--- src/rtl/core/mipd_pkg.sv ---
// types and encoding constants for the mips-i instruction predecoder
package mipd_pkg;

    localparam logic [5:0] OP_SPECIAL = 6'd0;
    localparam logic [5:0] OP_REGIMM  = 6'd1;
    localparam logic [5:0] OP_J       = 6'd2;
    localparam logic [5:0] OP_JAL     = 6'd3;
    localparam logic [5:0] OP_BEQ     = 6'd4;
    localparam logic [5:0] OP_BGTZ    = 6'd7;
    localparam logic [5:0] OP_COP0    = 6'd16;
    localparam logic [5:0] OP_COP2    = 6'd18;
    localparam logic [5:0] OP_LB      = 6'd32;
    localparam logic [5:0] OP_LH      = 6'd33;
    localparam logic [5:0] OP_LWL     = 6'd34;
    localparam logic [5:0] OP_LW      = 6'd35;
    localparam logic [5:0] OP_LBU     = 6'd36;
    localparam logic [5:0] OP_LHU     = 6'd37;
    localparam logic [5:0] OP_LWR     = 6'd38;
    localparam logic [5:0] OP_SB      = 6'd40;
    localparam logic [5:0] OP_SH      = 6'd41;
    localparam logic [5:0] OP_SWL     = 6'd42;
    localparam logic [5:0] OP_SW      = 6'd43;
    localparam logic [5:0] OP_SWR     = 6'd46;
    localparam logic [5:0] OP_LWC2    = 6'd50;
    localparam logic [5:0] OP_SWC2    = 6'd58;

    localparam logic [5:0] FN_JR      = 6'd8;
    localparam logic [5:0] FN_JALR    = 6'd9;
    localparam logic [5:0] FN_SYSCALL = 6'd12;
    localparam logic [5:0] FN_BREAK   = 6'd13;

    localparam logic [4:0] REG_ZERO   = 5'd0;
    localparam logic [4:0] REG_RA     = 5'd31;
    localparam logic [4:0] COPMV_MF   = 5'd0;
    localparam logic [4:0] COPMV_CF   = 5'd2;

    // one bit per known-valid code, bit index is the code
    localparam logic [63:0] VALID_OPS = 64'h0F0F4F7F_000FFFFE;
    localparam logic [63:0] VALID_FNS = 64'h00000CFF_0F0F33DD;

    localparam logic [31:0] PC_STEP = 32'd4;

    typedef struct packed {
        logic is_branch;
        logic is_unconditional;
        logic is_direct;
        logic is_call;
        logic is_return;
        logic is_load;
        logic is_store;
        logic has_load_delay;
        logic ends_block;
        logic is_valid;
        logic is_jump;
        logic is_unaligned;
    } flags_t;

endpackage

--- src/rtl/core/mipd_decode.sv ---
// opcode and funct classification of one instruction word
module mipd_decode (
    input  logic [31:0]    instruction,
    output mipd_pkg::flags_t flags
);
    import mipd_pkg::*;

    logic [5:0] op;
    logic [4:0] rs;
    logic [4:0] rt;
    logic [5:0] fn;
    logic       special;
    logic       jreg;
    logic       direct;
    logic       load;
    logic       store;

    assign op = instruction[31:26];
    assign rs = instruction[25:21];
    assign rt = instruction[20:16];
    assign fn = instruction[5:0];

    assign special = (op == OP_SPECIAL);
    assign jreg    = special && (fn == FN_JR || fn == FN_JALR);
    assign direct  = (op >= OP_REGIMM) && (op <= OP_BGTZ);

    assign load  = op == OP_LB || op == OP_LH || op == OP_LW || op == OP_LBU ||
                   op == OP_LHU || op == OP_LWL || op == OP_LWR || op == OP_LWC2;
    assign store = op == OP_SB || op == OP_SH || op == OP_SW || op == OP_SWL ||
                   op == OP_SWR || op == OP_SWC2;

    always_comb
    begin
        flags.is_branch        = direct || jreg;
        flags.is_unconditional = op == OP_REGIMM || op == OP_J || op == OP_JAL ||
                                 (op == OP_BEQ && rs == REG_ZERO && rt == REG_ZERO) || jreg;
        flags.is_direct        = direct;
        flags.is_call          = (special && fn == FN_JALR) || op == OP_JAL;
        flags.is_return        = jreg && rs == REG_RA;
        flags.is_load          = load;
        flags.is_store         = store;
        // lwc2 has no integer load delay, cop moves from cop0/cop2 do
        flags.has_load_delay   = (load && op != OP_LWC2) ||
                                 ((op == OP_COP0 || op == OP_COP2) &&
                                  (rs == COPMV_MF || rs == COPMV_CF));
        flags.ends_block       = special && (fn == FN_SYSCALL || fn == FN_BREAK);
        flags.is_valid         = special ? VALID_FNS[fn] : VALID_OPS[op];
        flags.is_jump          = op == OP_J || op == OP_JAL;
        flags.is_unaligned     = op == OP_LWL || op == OP_LWR || op == OP_SWL ||
                                 op == OP_SWR;
    end

endmodule

--- src/rtl/core/mipd_addr.sv ---
// branch target and load/store effective address arithmetic
module mipd_addr (
    input  logic [31:0]      instruction,
    input  logic [31:0]      next_pc,
    input  logic [31:0]      base_value,
    input  mipd_pkg::flags_t flags,
    output logic [31:0]      branch_target,
    output logic [31:0]      effective_address
);
    import mipd_pkg::*;

    logic [31:0] imm_ext;
    logic [31:0] ea_sum;

    assign imm_ext = {{16{instruction[15]}}, instruction[15:0]};
    assign ea_sum  = base_value + imm_ext;

    always_comb
    begin
        if (flags.is_jump)
            branch_target = {next_pc[31:28], instruction[25:0], 2'b00};
        else if (flags.is_direct)
            branch_target = next_pc + {imm_ext[29:0], 2'b00};
        else
            branch_target = next_pc;

        if (!(flags.is_load || flags.is_store))
            effective_address = '0;
        else if (flags.is_unaligned)
            effective_address = {ea_sum[31:2], 2'b00};
        else
            effective_address = ea_sum;
    end

endmodule

--- src/rtl/core/mips1_instruction_predecoder.sv ---
// top level of the mips-i instruction predecoder: input and result registers
// a taken beat passes the input rank and then the result rank, where it shows with done
// throughput: one instruction per cycle, set by the single decode pass between two register ranks
// busy never rises: the result rank cannot be held off, so no beat waits
// reset clears the valid bits of both ranks; payload registers are not reset
module mips1_instruction_predecoder (
    input  logic        clk,
    input  logic        rst_n,
    input  logic        start,
    output logic        busy,
    input  logic [31:0] instruction,
    input  logic [31:0] pc,
    input  logic [31:0] base_value,
    output logic        done,
    output logic        is_branch,
    output logic        is_unconditional,
    output logic        is_direct,
    output logic        is_call,
    output logic        is_return,
    output logic        is_load,
    output logic        is_store,
    output logic        has_load_delay,
    output logic        ends_block,
    output logic        is_valid,
    output logic [31:0] branch_target,
    output logic [31:0] effective_address
);
    import mipd_pkg::*;

    logic        in_valid_reg;
    logic [31:0] instr_reg;
    logic [31:0] next_pc_reg;
    logic [31:0] base_reg;
    logic        done_reg;
    flags_t      flags_reg;
    logic [31:0] target_reg;
    logic [31:0] ea_reg;

    flags_t      flags_next;
    logic [31:0] target_next;
    logic [31:0] ea_next;

    assign busy = 1'b0;

    mipd_decode u_decode (
        .instruction (instr_reg),
        .flags       (flags_next)
    );

    mipd_addr u_addr (
        .instruction       (instr_reg),
        .next_pc           (next_pc_reg),
        .base_value        (base_reg),
        .flags             (flags_next),
        .branch_target     (target_next),
        .effective_address (ea_next)
    );

    always_ff @(posedge clk or negedge rst_n)
    begin
        if (!rst_n)
        begin
            in_valid_reg <= 1'b0;
            done_reg     <= 1'b0;
        end
        else
        begin
            in_valid_reg <= start && !busy;
            done_reg     <= in_valid_reg;
        end
    end

    always_ff @(posedge clk)
    begin
        if (start && !busy)
        begin
            instr_reg   <= instruction;
            next_pc_reg <= pc + PC_STEP;
            base_reg    <= base_value;
        end
        if (in_valid_reg)
        begin
            flags_reg  <= flags_next;
            target_reg <= target_next;
            ea_reg     <= ea_next;
        end
    end

    assign done              = done_reg;
    assign is_branch         = flags_reg.is_branch;
    assign is_unconditional  = flags_reg.is_unconditional;
    assign is_direct         = flags_reg.is_direct;
    assign is_call           = flags_reg.is_call;
    assign is_return         = flags_reg.is_return;
    assign is_load           = flags_reg.is_load;
    assign is_store          = flags_reg.is_store;
    assign has_load_delay    = flags_reg.has_load_delay;
    assign ends_block        = flags_reg.ends_block;
    assign is_valid          = flags_reg.is_valid;
    assign branch_target     = target_reg;
    assign effective_address = ea_reg;

endmodule

--- config.mk ---
export PLATFORM = sky130hd
export DESIGN_NAME = mips1_instruction_predecoder
export DESIGN_NICKNAME = d
export VERILOG_FILES = /design/src/rtl/core/mipd_pkg.sv /design/src/rtl/core/mipd_decode.sv /design/src/rtl/core/mipd_addr.sv /design/src/rtl/core/mips1_instruction_predecoder.sv
export SDC_FILE = /design/constraint.sdc
export NUM_CORES = 1
export LEC_CHECK = 0
export BUFFER_PORTS_ARGS = -buffer_cell sky130_fd_sc_hd__buf_2
export CORE_ASPECT_RATIO = 1.4
export CORE_MARGIN = 2
export CORE_UTILIZATION = 45
export DETAILED_ROUTE_END_ITERATION = 8
export PLACE_DENSITY = 0.68
export SYNTH_ARGS = -nofsm -noshare
export SYNTH_HDL_FRONTEND = slang
export SYNTH_SLANG_ARGS = --single-unit
--- constraint.sdc ---
create_clock -name clk -period 4.42 [get_ports clk]
set_input_delay 0.442 -clock clk [delete_from_list [all_inputs] [get_ports clk]]
set_output_delay 0.442 -clock clk [all_outputs]
set_load 0.05 [all_outputs]
==> key figures <==
Hold path
  • Hold Crit Start: instruction[22]
  • Hold Path Cell Cnt: 1
  • Worst Hold Path EP: instr_reg[22]
  • Min-delay worst type: input port to flip-flop

Detailed routing
  • Via count: 7858
  • DRT antenna net count: 0
  • DRT Wirelength: 24.70 mm
  • Initial detailed-routing violation count: about 540
  • Routed vias/inst: between 5 and 6
  • DRC viols: 0
  • Routed WL per cell: around 17 µm
  • Pre-Repair DR Iteration Count: 5

STA
  • Tcrit/Tclk final: 78.02%
  • Fmax: 290.0 MHz
  • Tmin final: around 3400 ps
  • Final hold viol count: 0
  • Final count of pins violating max slew: 0
  • Setup violations, final: 0
  • Setup TNS: 0 ps
  • Final Skew: 11.75 ps
  • RSZ-0062 raised after global routing: false
  • Hold slack final: between 150 and 200 ps
  • Worst slew pin tran: roughly 1100 ps
  • Slew HR: a little over a quarter

Logic synthesis
  • Synth Warn #: 0
  • XOR/XNOR share of the synthesized area: 6.897%
  • Yosys cell types: 68
  • Mapped cell area: roughly 10000 µm²
  • FF+latch count, synth: ~170
  • Syn Inst Count: approximately 950
  • Sequential area share after synthesis: 51.14%
  • Avg Cell Area, Syn: approximately 11 µm²
  • Post-synthesis mux area share: 0.7513%
  • Async SR Flop Fraction: 1.149%
  • Number of synthesized flops with an enable pin: 170
  • Post-synthesis adder-cell area fraction: slightly below 8%
  • Simple-Gate Fraction of Synth Area: 14.16%
  • Area leader, netlist: edfxtp_1
  • Compound-Gate Fraction of Synth Area: approximately 17%
  • Syn_nets: roughly 1100
  • Synth top area share: 50.25%
  • Top cells by area, synth: edfxtp_1, ha_1, xnor2_1
  • Post-synth top flop: edfxtp_1
  • Largest family of logic cells by synthesized area: compound AO/OA/AOI/OAI gates

Floorplanning
  • Initial Util: 45.42%
  • Io pins: 175
  • DIE AREA: approximately 24000 µm²
  • Chip width: between 100 and 150 µm
  • # rows: 65
  • CORE AREA: roughly 22000 µm²
  • Height of the die: approximately 180 µm

Setup path
  • Worst Path Required: roughly 4600 ps
  • R2R Setup Slk: 970 ps
  • FF-to-FF Start: instr_reg[0]
  • Kind of critical path: flip-flop to flip-flop
  • Crit path DAT: 3630 ps
  • Worst r2r dst: effective_address[28]
  • Crit. End Element: flip-flop
  • CP Max Fanout: 5
  • R2R cell count: 9
  • Type of origin of the critical path: flip-flop

GRT
  • Initial antenna violation count: 0
  • Total gr overflow: 0
  • Global-route wire length before repair: 38.27 mm
  • Gr usage total: approximately a fifth
  • Largest net degree at the start of global routing: 76
  • Number of global-route vias before repair: approximately 7500

Clocking
  • CTS Sinks: about 170
  • CTS root buffer: clkbuf_16
  • Cts bufs inserted: 17
  • Resize count post-CTS: 0
  • CTS tree: done
  • Worst-Skew Late Latency: approximately 450 ps
  • Clk buf depth: 2
  • H-tree Lvls: 4
  • Clk pin slew, worst setup/hold paths: about 70 ps

Placed design
  • Number of port buffers: 173
  • Hpwl dp: ~18 mm
  • Placer Congestion: 0.9241
  • Post-Place Cells: about 1400

Pwr
  • Peak supply drop: approximately 280 µV
  • Pwr dens: between 400 and 500 nW/µm²
  • Leakage: 0.004718 µW

Run status
  • Status: completed

Flow run
  • Maximum Capacitance Violations: 0

Layout
  • Finished Layout Cells: between 1000 and 1500
  • P&R area growth vs syn: 17.42%
  • Layout cells sized above 1: approximately a fifth
  • Diode count: 0
  • Nets: about 1300
-- worst max-delay path, cell delays in order, from the launching register on --
cell	delay (ps)
edfxtp_1	490
ha_1	290
fa_1	430
a211oi_1	310
o21bai_1	160
o311ai_0	510
a31oi_1	300
a31oi_1	390
mux2i_1	230
a21oi_1	80
-- metal layers --
metal  GRT usage (%)  vias to the layer above  part of all wire (%)
met1           25.91                     3609                    42
met5               0                        -                     0
met2           35.25                      278                    50
li1                -                     3916                     -
met3           3.889                       55                   5.0
met4           9.319                        0                   3.0
-- per-stage QoR --
stage	utilization (%)	power (µW)	cell area, µm²	setup WS, ps
after floorplan	-	3141	10160	1367
after global placement	50.57	3498	11310	1057
after detailed placement	50.57	3497	11310	956.8
after CTS	53.33	5069	11930	951.1
after global routing	53.33	5272	11930	755.1
final	53.33	5044	11930	971.7
-- Yosys cell counts, types with 6 or more instances --
cell type	count
a211oi_1	11
a21o_1	25
a21oi_1	75
a31oi_1	14
and2_1	13
and3_1	13
and4_1	7
buf_2	6
clkbuf_1	30
edfxtp_1	170
ha_1	61
inv_1	17
nand2_1	82
nand3_1	27
nand4_1	20
nor2_1	85
nor3_1	13
o211ai_1	11
o21a_1	7
o21ai_0	60
o21bai_1	14
o22ai_1	17
or3_1	6
xnor2_1	52
xor2_1	28
-- kinds of logic (layout without fill, tap and decap cells) --
kind of cell | count (synthesis) | in the layout
AND/OR/NAND/NOR | 299 | 299
buffers and inverters | 55 | 230
AO/OA/AOI/OAI | 272 | 272
adder cells (fa/ha/maj) | 63 | 63
XOR/XNOR | 80 | 80
multiplexers | 7 | 7
flip-flops | 174 | 174
other | 1 | 1
-- power by group --
group / switching (µW) / internal (µW) / leakage [µW]
clock network: 670 / 898 / 0.000290
logic: 887 / 482 / 0.00273
registers: 106 / 2000 / 0.00169
total: 1660 / 3380 / 0.00472
-- worst max-delay path by stage --
stage          cells after the start          start                    end  slack [ps]
6_report                           9   instr_reg[0]  effective_address[28]         970
5_1_grt                            9   instr_reg[0]  effective_address[28]         760
4_1_cts                            9   instr_reg[0]  effective_address[28]         950
3_5_place_dp                       9   instr_reg[0]  effective_address[28]         960
3_3_place_gp                       9   instr_reg[0]  effective_address[28]        1060
2_1_floorplan                      9  instr_reg[15]  effective_address[28]        1370
-- layout make-up --
cell class,count,area [µm²]
fill,2026,10440
sequential,174,5199
multi-input combinational,722,4750
timing repair buffer,181,930.9
clock buffer,18,429.2
tap,301,376.6
clock inverter,14,178.9
inverter,17,63.81
-- placed cells by master, fill, tap and decap left out, drive strengths merged, types with 11 or more instances in the layout --
cell type and instances:
buf 180, edfxtp 170, nor2 86, nand2 82
a21oi 75, o21ai 62, ha 61, xnor2 52
xor2 28, nand3 27, a21o 25, inv 22
nand4 20, clkbuf 18, o22ai 17, o21bai 14
a31oi 14, and3 13, and2 13, nor3 13
o211ai 11, a211oi 11
-- repair_timing --
item	in CTS	in global routing
setup endpoints to repair	0	0
setup buffers	0	0
hold buffers	1	0
hold endpoints to repair	2	0
(Power assumes the default switching activity.)
